<file path="config.mk">
export PLATFORM = sky130hd
export DESIGN_NAME = bitmap_cell_allocator_flat
export DESIGN_NICKNAME = d
export VERILOG_FILES = /design/src/rtl/core/bca_pkg.sv /design/src/rtl/core/bca_req_if.sv /design/src/rtl/core/bca_rsp_if.sv /design/src/rtl/core/bitmap_cell_allocator.sv /design/src/flat_wrapper.sv
export SDC_FILE = /design/constraint.sdc
export NUM_CORES = 1
export LEC_CHECK = 0
export ABC_AREA = 1
export BUFFER_PORTS_ARGS = -buffer_cell sky130_fd_sc_hd__buf_2
export CAP_MARGIN = 10
export CELL_PAD_IN_SITES_DETAIL_PLACEMENT = 1
export CELL_PAD_IN_SITES_GLOBAL_PLACEMENT = 1
export CORE_MARGIN = 2
export CORE_UTILIZATION = 50
export CTS_CLUSTER_SIZE = 14
export DETAILED_ROUTE_END_ITERATION = 7
export PLACE_DENSITY_LB_ADDON = 0.3
export SLEW_MARGIN = 20
export SYNTH_ARGS = -nofsm -noshare
export SYNTH_HDL_FRONTEND = slang
export SYNTH_SLANG_ARGS = --single-unit
</file>
<file path="constraint.sdc">
create_clock -name clk_i -period 14 [get_ports clk_i]
set_clock_uncertainty 0.05 [all_clocks]
set_input_delay 1.4 -clock clk_i [delete_from_list [all_inputs] [get_ports clk_i]]
set_output_delay 1.4 -clock clk_i [all_outputs]
set_load 0.03 [all_outputs]
</file>
<file path="src/rtl/core/bca_pkg.sv">
// Package for the bitmap cell allocator: sizes, status and state types,
// and the reset pattern of the in-use bitmap. Depends on nothing.
`default_nettype none

package bca_pkg;

  localparam int CELLS           = 510;
  localparam int MAX_SMALL_BYTES = 49152;

  localparam int CELL_SHIFT   = 7;
  localparam int CELL_ROUND   = 'h7F;
  localparam int HEADER_BYTES = 'h100;
  localparam int HEADER_CELLS = 2;

  localparam int BITMAP_BYTES = (CELLS + HEADER_CELLS + 7) / 8;
  localparam int BYTE_AW      = $clog2(BITMAP_BYTES);
  localparam int CIDX_W       = BYTE_AW + 3;
  localparam int LAST_BYTE    = BITMAP_BYTES - 1;
  localparam int MAX_NEED     = (MAX_SMALL_BYTES + CELL_ROUND) >> CELL_SHIFT;
  localparam int NEED_W       = $clog2(MAX_NEED + 1);
  localparam int CNT_W        = 9;

  typedef enum logic [1:0] {
    ST_OK      = 2'd0,
    ST_NOSPACE = 2'd1,
    ST_BAD     = 2'd2
  } status_e;

  typedef enum logic [2:0] {
    RES_BAD,
    RES_SHORT,
    RES_MISS,
    RES_ALLOC,
    RES_FREE
  } res_e;

  typedef enum logic [2:0] {
    S_IDLE,
    S_SCAN,
    S_MARK_RD,
    S_MARK_WR,
    S_FIN
  } state_e;

  // Cells below HEADER_CELLS and cells past the end of the page read as used.
  function automatic logic [7:0] rst_byte(input logic [BYTE_AW-1:0] a);
    logic [CIDX_W-1:0] c;
    logic [7:0]        b;
    for (int j = 0; j < 8; j++) begin
      c    = {a, 3'(j)};
      b[j] = (c < CIDX_W'(HEADER_CELLS)) || (c >= CIDX_W'(CELLS));
    end
    return b;
  endfunction

endpackage

`default_nettype wire

</file>
<file path="src/rtl/core/bca_req_if.sv">
// Request channel of the bitmap cell allocator: valid, ready and payload.
// Depends on nothing.
`default_nettype none

interface bca_req_if;
  logic        valid;
  logic        ready;
  logic        req_type;
  logic [15:0] byte_size;
  logic [15:0] address_offset;

  modport source(output valid, output req_type, output byte_size, output address_offset,
                 input ready);
  modport sink(input valid, input req_type, input byte_size, input address_offset,
               output ready);
endinterface

`default_nettype wire

</file>
<file path="src/rtl/core/bca_rsp_if.sv">
// Response channel of the bitmap cell allocator: valid, ready and payload.
// Depends on nothing.
`default_nettype none

interface bca_rsp_if;
  logic        valid;
  logic        ready;
  logic [1:0]  status;
  logic [15:0] block_offset;
  logic [8:0]  free_cells;

  modport source(output valid, output status, output block_offset, output free_cells,
                 input ready);
  modport sink(input valid, input status, input block_offset, input free_cells,
               output ready);
endinterface

`default_nettype wire

</file>
<file path="src/rtl/core/bitmap_cell_allocator.sv">
// Bitmap cell allocator: first-fit allocation and release of 128-byte cells in one page.
// Depends on bca_pkg, bca_req_if and bca_rsp_if.
//
//   channel  direction  payload
//   req_i    in         req_type, byte_size, address_offset
//   rsp_o    out        status, block_offset, free_cells
//
// A bad or short request passes from idle straight to the finish state and its response.
// An allocate scans the bitmap memory 8 cells a cycle, up to all 64 bytes, then marks
// the run with a read and a write state per bitmap byte it touches; a free only marks.
// Reset clears per-byte valid bits at once, so no clearing pass is needed.
// The response register holds a result while the next request is taken;
// a finished request waits in its last state until that register is free.
`default_nettype none

module bitmap_cell_allocator (
  input  wire        clk_i,
  input  wire        rst_ni,
  bca_req_if.sink    req_i,
  bca_rsp_if.source  rsp_o
);
  import bca_pkg::*;

  state_e                state_q, state_d;
  res_e                  res_q, res_d;
  logic [NEED_W-1:0]     need_q, need_d;
  logic [CIDX_W-1:0]     lo_q, lo_d, hi_q, hi_d;
  logic [CIDX_W-1:0]     start_q, start_d;
  logic [NEED_W-1:0]     run_q, run_d;
  logic [BYTE_AW-1:0]    eb_q, eb_d, mb_q, mb_d;
  logic [CNT_W-1:0]      cnt_q, cnt_d;
  logic                  ov_q, ov_d;
  status_e               st_q, st_d;
  logic [15:0]           off_q, off_d;

  logic [7:0]            mem_q [BITMAP_BYTES];
  logic [BITMAP_BYTES-1:0] vld_q;
  logic [7:0]            rdata_q;
  logic [BYTE_AW-1:0]    rd_addr;
  logic                  we;
  logic [7:0]            wdata;

  logic [NEED_W-1:0]     need_c;
  logic [16:0]           size_sum;
  logic [15:0]           addr_diff;
  logic [CIDX_W-1:0]     fidx;
  logic [CIDX_W:0]       hi_sum;
  logic [CIDX_W-1:0]     hi_free;
  logic                  size_bad;

  logic [NEED_W-1:0]     run_v;
  logic [CIDX_W-1:0]     start_v;
  logic                  hit_v;
  logic [7:0]            mask;
  logic [CIDX_W:0]       alloc_hi;
  logic [CNT_W:0]        free_sum;
  logic [CIDX_W+CELL_SHIFT:0] off_full;

  assign req_i.ready       = (state_q == S_IDLE);
  assign rsp_o.valid       = ov_q;
  assign rsp_o.status      = st_q;
  assign rsp_o.block_offset = off_q;
  assign rsp_o.free_cells  = cnt_q;

  assign size_sum  = {1'b0, req_i.byte_size} + 17'(CELL_ROUND);
  assign need_c    = NEED_W'(size_sum >> CELL_SHIFT);
  assign size_bad  = (req_i.byte_size == 16'd0) || (req_i.byte_size > 16'(MAX_SMALL_BYTES));
  assign addr_diff = req_i.address_offset - 16'(HEADER_BYTES);
  assign fidx      = CIDX_W'(addr_diff >> CELL_SHIFT);
  assign hi_sum    = {1'b0, fidx} + (CIDX_W+1)'(need_c) - 1'b1;
  assign hi_free   = (hi_sum >= (CIDX_W+1)'(CELLS)) ? CIDX_W'(CELLS - 1)
                                                    : hi_sum[CIDX_W-1:0];

  always_comb begin
    logic [CIDX_W-1:0] c;
    run_v   = run_q;
    start_v = start_q;
    hit_v   = 1'b0;
    for (int j = 0; j < 8; j++) begin
      c = {eb_q, 3'(j)};
      if (!hit_v) begin
        if (rdata_q[j] || (c >= CIDX_W'(CELLS))) begin
          run_v   = '0;
          start_v = CIDX_W'(c + 1'b1);
        end else begin
          run_v = NEED_W'(run_v + 1'b1);
          if (run_v >= need_q) begin
            hit_v = 1'b1;
          end
        end
      end
    end
  end

  always_comb begin
    logic [CIDX_W-1:0] c;
    for (int j = 0; j < 8; j++) begin
      c       = {mb_q, 3'(j)};
      mask[j] = (c >= lo_q) && (c <= hi_q);
    end
  end

  assign alloc_hi = {1'b0, start_v} + (CIDX_W+1)'(need_q) - 1'b1;
  assign free_sum = {1'b0, cnt_q} + (CNT_W+1)'(need_q);
  assign off_full = ({1'b0, lo_q} + (CIDX_W+1)'(HEADER_CELLS)) << CELL_SHIFT;

  always_comb begin
    state_d = state_q;
    res_d   = res_q;
    need_d  = need_q;
    lo_d    = lo_q;
    hi_d    = hi_q;
    start_d = start_q;
    run_d   = run_q;
    eb_d    = eb_q;
    mb_d    = mb_q;
    cnt_d   = cnt_q;
    st_d    = st_q;
    off_d   = off_q;
    ov_d    = ov_q && !rsp_o.ready;
    rd_addr = mb_q;
    we      = 1'b0;
    wdata   = rdata_q;
    unique case (state_q)
      S_IDLE: begin
        rd_addr = '0;
        if (req_i.valid) begin
          need_d = need_c;
          if (size_bad) begin
            res_d   = RES_BAD;
            state_d = S_FIN;
          end else if (req_i.req_type) begin
            if (req_i.address_offset < 16'(HEADER_BYTES)) begin
              res_d   = RES_BAD;
              state_d = S_FIN;
            end else begin
              res_d   = RES_FREE;
              lo_d    = fidx;
              hi_d    = hi_free;
              mb_d    = fidx[CIDX_W-1:3];
              state_d = S_MARK_RD;
            end
          end else if (cnt_q < CNT_W'(need_c)) begin
            res_d   = RES_SHORT;
            state_d = S_FIN;
          end else begin
            run_d   = '0;
            start_d = '0;
            eb_d    = '0;
            state_d = S_SCAN;
          end
        end
      end
      S_SCAN: begin
        rd_addr = BYTE_AW'(eb_q + 1'b1);
        run_d   = run_v;
        start_d = start_v;
        if (hit_v) begin
          res_d   = RES_ALLOC;
          lo_d    = start_v;
          hi_d    = alloc_hi[CIDX_W-1:0];
          mb_d    = start_v[CIDX_W-1:3];
          state_d = S_MARK_RD;
        end else if (eb_q == BYTE_AW'(LAST_BYTE)) begin
          res_d   = RES_MISS;
          state_d = S_FIN;
        end else begin
          eb_d = BYTE_AW'(eb_q + 1'b1);
        end
      end
      S_MARK_RD: begin
        rd_addr = mb_q;
        state_d = S_MARK_WR;
      end
      S_MARK_WR: begin
        we    = 1'b1;
        wdata = (res_q == RES_ALLOC) ? (rdata_q | mask) : (rdata_q & ~mask);
        if (mb_q == hi_q[CIDX_W-1:3]) begin
          state_d = S_FIN;
        end else begin
          mb_d    = BYTE_AW'(mb_q + 1'b1);
          state_d = S_MARK_RD;
        end
      end
      S_FIN: begin
        if (!ov_q || rsp_o.ready) begin
          ov_d    = 1'b1;
          off_d   = '0;
          state_d = S_IDLE;
          case (res_q)
            RES_BAD: begin
              st_d = ST_BAD;
            end
            RES_SHORT: begin
              st_d = ST_NOSPACE;
            end
            RES_MISS: begin
              st_d  = ST_NOSPACE;
              cnt_d = CNT_W'(need_q - 1'b1);
            end
            RES_ALLOC: begin
              st_d  = ST_OK;
              cnt_d = CNT_W'(cnt_q - CNT_W'(need_q));
              off_d = off_full[15:0];
            end
            default: begin
              st_d  = ST_OK;
              cnt_d = (free_sum > (CNT_W+1)'(CELLS)) ? CNT_W'(CELLS)
                                                     : free_sum[CNT_W-1:0];
            end
          endcase
        end
      end
      default: begin
        state_d = S_IDLE;
      end
    endcase
  end

  always_ff @(posedge clk_i or negedge rst_ni) begin
    if (!rst_ni) begin
      state_q <= S_IDLE;
      cnt_q   <= CNT_W'(CELLS);
      ov_q    <= 1'b0;
      vld_q   <= '0;
    end else begin
      state_q <= state_d;
      cnt_q   <= cnt_d;
      ov_q    <= ov_d;
      if (we) begin
        vld_q[mb_q] <= 1'b1;
      end
    end
  end

  always_ff @(posedge clk_i) begin
    res_q   <= res_d;
    need_q  <= need_d;
    lo_q    <= lo_d;
    hi_q    <= hi_d;
    start_q <= start_d;
    run_q   <= run_d;
    eb_q    <= eb_d;
    mb_q    <= mb_d;
    st_q    <= st_d;
    off_q   <= off_d;
  end

  always_ff @(posedge clk_i) begin
    if (we) begin
      mem_q[mb_q] <= wdata;
    end
    rdata_q <= vld_q[rd_addr] ? mem_q[rd_addr] : rst_byte(rd_addr);
  end

  a_cnt_range: assert property (@(posedge clk_i) disable iff (!rst_ni)
    cnt_q <= CNT_W'(CELLS))
    else $error("free-cell counter above the cell count");

  a_tail_kept: assert property (@(posedge clk_i) disable iff (!rst_ni)
    we |-> (hi_q < CIDX_W'(CELLS)))
    else $error("bitmap write reaches cells past the end of the page");

  a_fail_offset: assert property (@(posedge clk_i) disable iff (!rst_ni)
    (rsp_o.valid && (rsp_o.status != ST_OK)) |-> (rsp_o.block_offset == 16'd0))
    else $error("failed request carries a block offset");

  a_scan_exit: assert property (@(posedge clk_i) disable iff (!rst_ni)
    (state_q == S_SCAN) |=> (state_q != S_IDLE))
    else $error("scan left without marking or finishing");

  a_fin_load: assert property (@(posedge clk_i) disable iff (!rst_ni)
    ((state_q == S_FIN) && (!ov_q || rsp_o.ready)) |=> rsp_o.valid)
    else $error("finished request did not reach the response register");

endmodule

`default_nettype wire
</file>
<file path="src/flat_wrapper.sv">
// flat-port wrapper written by rule: the top's interface ports become plain ports
module bitmap_cell_allocator_flat import bca_pkg::*;
  (clk_i, rst_ni, req_i_valid, req_i_req_type, req_i_byte_size, req_i_address_offset, req_i_ready, rsp_o_valid, rsp_o_status, rsp_o_block_offset, rsp_o_free_cells, rsp_o_ready);
  bca_req_if req_i_i ();
  bca_rsp_if rsp_o_i ();
  input  wire clk_i;
  input  wire rst_ni;
  input wire logic [$bits(req_i_i.valid)-1:0] req_i_valid;
  input wire logic [$bits(req_i_i.req_type)-1:0] req_i_req_type;
  input wire logic [$bits(req_i_i.byte_size)-1:0] req_i_byte_size;
  input wire logic [$bits(req_i_i.address_offset)-1:0] req_i_address_offset;
  output wire logic [$bits(req_i_i.ready)-1:0] req_i_ready;
  output wire logic [$bits(rsp_o_i.valid)-1:0] rsp_o_valid;
  output wire logic [$bits(rsp_o_i.status)-1:0] rsp_o_status;
  output wire logic [$bits(rsp_o_i.block_offset)-1:0] rsp_o_block_offset;
  output wire logic [$bits(rsp_o_i.free_cells)-1:0] rsp_o_free_cells;
  input wire logic [$bits(rsp_o_i.ready)-1:0] rsp_o_ready;
  assign req_i_i.valid = req_i_valid;
  assign req_i_i.req_type = req_i_req_type;
  assign req_i_i.byte_size = req_i_byte_size;
  assign req_i_i.address_offset = req_i_address_offset;
  assign req_i_ready = req_i_i.ready;
  assign rsp_o_valid = rsp_o_i.valid;
  assign rsp_o_status = rsp_o_i.status;
  assign rsp_o_block_offset = rsp_o_i.block_offset;
  assign rsp_o_free_cells = rsp_o_i.free_cells;
  assign rsp_o_i.ready = rsp_o_ready;
  bitmap_cell_allocator u_core (.clk_i(clk_i), .rst_ni(rst_ni), .req_i(req_i_i), .rsp_o(rsp_o_i));
endmodule
</file>
# Yosys cells after proc, flatten, opt, wreduce, memory -nomap -nowiden
# Memory sizes are Yosys's and may differ from the RTL's.
# Index checks and enable logic that the tools add are counted.
# totals
mem_count	1
ramBits	512
wordCells	294
reg_bits	163
# op_classes
n_addsub	28
mux	120
bitwise_logic	5
n_reduce_logical	46
n_eq_ne	22
order_cmp	56
# mem_list
name	depth	width	read_ports	rd_clocked_by_memory_dff	write_ports	line	text
u_core.mem_q	64	8	1	0	1	bitmap_cell_allocator.sv:36	logic [7:0] mem_q [BITMAP_BYTES];
# op_table
op	n
$mux W9	46
$add A9 B1 Y9 const B	16
$ge A9 B9 Y1	16
$ge A9 B9 Y1 const B	16
$le A9 B9 Y1	8
$lt A9 B2 Y1 const B	8
$mux W6	12
$pmux W9 S2	4
$or A64 B64 Y64	1
$mux W3	16
$mux W1	30
$pmux W9 S3	1
$mux W8	3
$pmux W6 S2	2
$add A9 B9 Y10	2
$logic_or A1 B1 Y1	18
$ne A2 B2 Y1 const B	9
$pmux W6 S3	1
$sub A9 B1 Y9 const B	2
$add A16 B7 Y16 const B	1
$gt A16 B16 Y1 const B	1
$logic_not A16 Y1	1
$lt A16 B9 Y1 const B	1
$sub A16 B9 Y16 const B	1
other kinds (39)	61

# Depth between registers and ports, before layout
# logic_depth
word_depth	28
depth_mapped	92
mapped_depth_nobuf	90

# Worst setup path after synthesis
# OpenSTA, ideal clock, no wires.
# synth_timing
kind	reg2reg
from	register u_core.run_q[0]
to	register u_core.hi_q[8], data pin
path_stages_with_launch	90
synth_period_minus_slack_ns	10.693
arrival_ns	10.387
setup_slack_ns	3.307
setup_ns	0.256
cell_sequence	edfxtp_1 > ha_1 > nand3_1 > inv_1 > nand4_1 > nor2_1 > xor2_1 > inv_1 > ha_1 > a21o_1 > nor2_2 > nand3_4 > nand2_8 > buf_12 > nand2_1 > nand2_2 > ha_1 > nand3_2 > [54 not listed] > inv_1 > clkbuf_1 > o21ai_0 > ha_1 > inv_1 > ha_1 > a21oi_1 > o21bai_1 > a21oi_1 > inv_1 > a21oi_1 > nor2_1 > o21ai_0 > nand2_1 > xor2_1 > xnor2_1 > nand2_1 > nand2_1
# synth_via
elab_chain_len	27
# synth_rtl
element	line	text
from (decl)	bitmap_cell_allocator.sv:29	logic [NEED_W-1:0] run_q, run_d;
from (signal assigned)	bitmap_cell_allocator.sv:242	run_q <= run_d;
$add A9 B1 Y9 *	bitmap_cell_allocator.sv:86	run_v = NEED_W'(run_v + 1'b1);
$mux W9 or $ge A9 B9 Y1 (tied branches)	bitmap_cell_allocator.sv:82, bitmap_cell_allocator.sv:87	
$add A9 B1 Y9 or $mux W1 (tied branches)	bitmap_cell_allocator.sv:86, bitmap_cell_allocator.sv:87	
$mux W9, or another cell as far along	bitmap_cell_allocator.sv:82	if (rdata_q[j] || (c >= CIDX_W'(CELLS))) begin
$mux W9 or $mux W1 (tied branches)	bitmap_cell_allocator.sv:81, bitmap_cell_allocator.sv:87	
$add A9 B1 Y9 or $mux W1 (tied branches)	bitmap_cell_allocator.sv:86, bitmap_cell_allocator.sv:82	
$mux W9, or another cell as far along	bitmap_cell_allocator.sv:82	
$mux W9 or $mux W1 (tied branches)	bitmap_cell_allocator.sv:81, bitmap_cell_allocator.sv:87	
[12 not listed]	--	
$mux W1	bitmap_cell_allocator.sv:82	
$mux W1	bitmap_cell_allocator.sv:81	if (!hit_v) begin
$mux W9 *	bitmap_cell_allocator.sv:81	
$add A9 B9 Y9 *	bitmap_cell_allocator.sv:103	assign alloc_hi = {1'b0, start_v} + (CIDX_W+1)'(need_q) - 1'b1;
$sub A9 B1 Y9 *	bitmap_cell_allocator.sv:103	
$mux W9 *	bitmap_cell_allocator.sv:158	if (hit_v) begin
$pmux W9 S2 *	bitmap_cell_allocator.sv:124	unique case (state_q)
via u_core.hi_d[8]	bitmap_cell_allocator.sv:27	logic [CIDX_W-1:0] lo_q, lo_d, hi_q, hi_d;
to (signal assigned)	bitmap_cell_allocator.sv:240	hi_q <= hi_d;
to (decl)	bitmap_cell_allocator.sv:27	
# The timed path passes the listed nets; every way through them passes the cells marked *. The select of a mux whose other input is x is not followed.
# A chain may end at the register's enable or synchronous reset.

# Final worst setup path
# Ends and elaborated chain as after synthesis.

==> reports/results.ini <==
[yosys]
syn_inst=3530
synth_area_per_cell_sq_um=9.88
synth_flop_cell=edfxtp_1
synth_top_cells_by_count=edfxtp_1 (583), nand2_1 (519), nor2_1 (446), inv_1 (353), o21ai_0 (350)
synth_compound_area_share_pct=13.3
yosys.area.top_type=edfxtp_1
synth_area_leaders=edfxtp_1 (50%), nand2_1 (5.6%), ha_1 (5.6%)
synth_seq_cells=668
synth_fa_ha_area_share_pct=5.79
synth-simple-area-share_pct=17.5
synth_cell_types=73
yosysSeqAreaShare_pct=56.2
synth_area_sq_um=34900
synth_top_family_by_area=simple AND/OR/NAND/NOR gates
yosysMostFrequentCell=edfxtp_1
synth_xor_area_share_pct=1.15
yosysTopAreaCellShare_pct=50.2
synth_mux_area_share_pct=0.0574
synth_warnings=0
synth-async-reset-ratio_pct=11.5
synth_edf_count=583

[setup_path]
cpMaxStageDelayCell=edfxtp_1
end_kind=register
r2r-start=u_core.run_q[0]
cp_max_fo=15
cp-startpoint=u_core.run_q[0]
critPathMaxStageDelay_ns=0.48
reg2reg_slack_ns=1.16
arrival_ns=13.17
reg2reg_depth=87
timing.rr.end=u_core.hi_q[8]
timing_worst_setup_path_type=reg -> reg
crit_path_start_kind=register
crit_top_cell=nand2_1
required_ns=14.33

[global_route]
overflow=0
grt_max_degree=169
track_usage_pct=30.8
grt_pass1_vias=29300
antenna_found_initial=1
grt_pass1_wl_um=169000

[drt]
drt_first_pass_iters=5
routedWlPerCell_um=24.2
drc=0
drt_wl_total_um=110000
num_vias=27400
drtIter0Drc=2119
antenna_left=0
vias_per_cell=6.03

[floorplanning]
die_h_um=268
fp.dieArea_sq_um=71900
coreArea_sq_um=68800
start_util_pct=50.7
io_pins=66
fp-row-count=96
die_w_um=268

[clocking]
clock_latency_ns=0.64
cts.sinks=668
cts_tree=built
htreeDepth=3
cts_hold_buf=0
numCtsBuffers=72
clk_path_buf_depth=3
path_clk_slew_ns=0.06
clockRootBuffer=clkbuf_16

[timing]
tightest_slew_ns=1.10
grt_setup_unrepaired=false
min_period_ns=12.84
finalSetupTns_ns=0
slew_viol_final=0
fmax_mhz=77.9
relSlewSlack_pct=26.2
hold_violations=0
fin_crit_sh_pct=91.7
finalSetupViolCount=0

[placement]
globalplace.congestion=0.900
hpwl_um=70800
io_buffers=51

[layout]
nets=3754
synthToLayoutAreaGrowth_pct=10.2
regArea_sq_um=19600
diodes=0
multi_input_area_sq_um=13200
fill_cells=7519
layout-drive-gt1-share_pct=12.4

[min_path]
min_path_cells=2
min_from=u_core.vld_q[30]
hold_class=reg -> reg
min_to=u_core.vld_q[30]

[outcome]
status=finished clean

[flow_run]
drv_cap=0

worst max-delay path, delay by kind of cell (launching register included):
family,cells,cell delay [ns]
flip-flops,1,0.48
buffers and inverters,16,1.62
XOR/XNOR,3,0.49
AO/OA/AOI/OAI,20,3.17
adder cells (fa/ha/maj),9,2.42
AND/OR/NAND/NOR,39,4.34
registers in the layout, indices dropped and copies added, names as in the netlist, 6 cells and up:
name	count
u_core.rsp_o.block_offset	9
u_core.hi_q	9
u_core.eb_q	6
u_core.rsp_o.free_cells	9
u_core.lo_q	9
u_core.mem_q	512
u_core.start_q	9
u_core.need_q	9
u_core.vld_q	64
u_core.rdata_q	8
u_core.mb_q	6
u_core.run_q	9
cells in the final DEF (no fill, tap or decap), types with 26 or more instances in the layout:
cell and instances:
nand3_1 138, dfrtp_1 69, o21ai_0 350, buf_4 43, nand2_1 518, nor2_1 443, or2_2 61, inv_2 42
o22ai_1 57, o21bai_1 26, o211ai_1 84, ha_1 155, clkbuf_16 73, buf_2 50, a21oi_1 108, xor2_1 37
nand4_1 26, o221ai_1 28, nand2_2 51, nand3_2 31, inv_1 341, edfxtp_1 583
cell families (layout without fill, tap and decap cells):
family / Yosys count / after routing
buf+inv: 542 / 618
fa+ha+maj: 159 / 159
xor+xnor: 46 / 46
mux: 2 / 2
simple gates: 1350 / 1350
compound gates: 762 / 762
other cells: 1 / 7
flops: 668 / 668
worst max path at each step:
stage                                end  cells after the start  slack [ns]
after floorplan           u_core.hi_q[8]                     89        3.31
after global placement    u_core.hi_q[8]                     87        1.41
after detailed placement  u_core.hi_q[8]                     87        0.93
after CTS                 u_core.hi_q[8]                     87        0.84
after global routing      u_core.hi_q[6]                     77        0.01
final                     u_core.hi_q[8]                     87        1.16
layer usage:
metal / track usage [%] / wire (um) / vias up
li1: - / - / 12300
met1: 37.8 / 43100 / 13800
met2: 54.0 / 55100 / 976
met3: 3.91 / 6400 / 301
met4: 14.8 / 5220 / 0
met5: 0 / 0 / -
per-stage QoR:
step / hold WS [ns] / utilization, % / area [sq um] / worst slack, ns / cells
3_3_place_gp: 0.385 / 52.4 / 36100 / 1.41 / 4413
6_report: 0.413 / 55.8 / 38400 / 1.16 / 4543
4_1_cts: 0.412 / 55.8 / 38400 / 0.843 / 4541
5_1_grt: 0.429 / 55.8 / 38400 / 0.0131 / 4543
3_5_place_dp: 0.393 / 52.4 / 36100 / 0.928 / 4413
2_1_floorplan: 0.374 / - / 34900 / 3.31 / 3536
final cells by class:
class | count | share of cell area [%]
Clock inverter | 34 | 0.996
Sequential cell | 668 | 51.0
Clock buffer | 94 | 5.04
Tap cell | 931 | 3.03
Timing Repair Buffer | 94 | 1.54
Multi-Input combinational cell | 2326 | 34.5
Inverter | 396 | 3.90
what timing repair did:
action | CTS | global route
endpoints found under the setup margin | 0 | 6
endpoints found under the hold margin | 0 | 0
gates resized for setup | 0 | 3
buffers inserted | 0 | 2
Power is left out: the tool's default activity adds up to more than one toggle a clock period on the data nets, which glitch-free logic cannot reach.
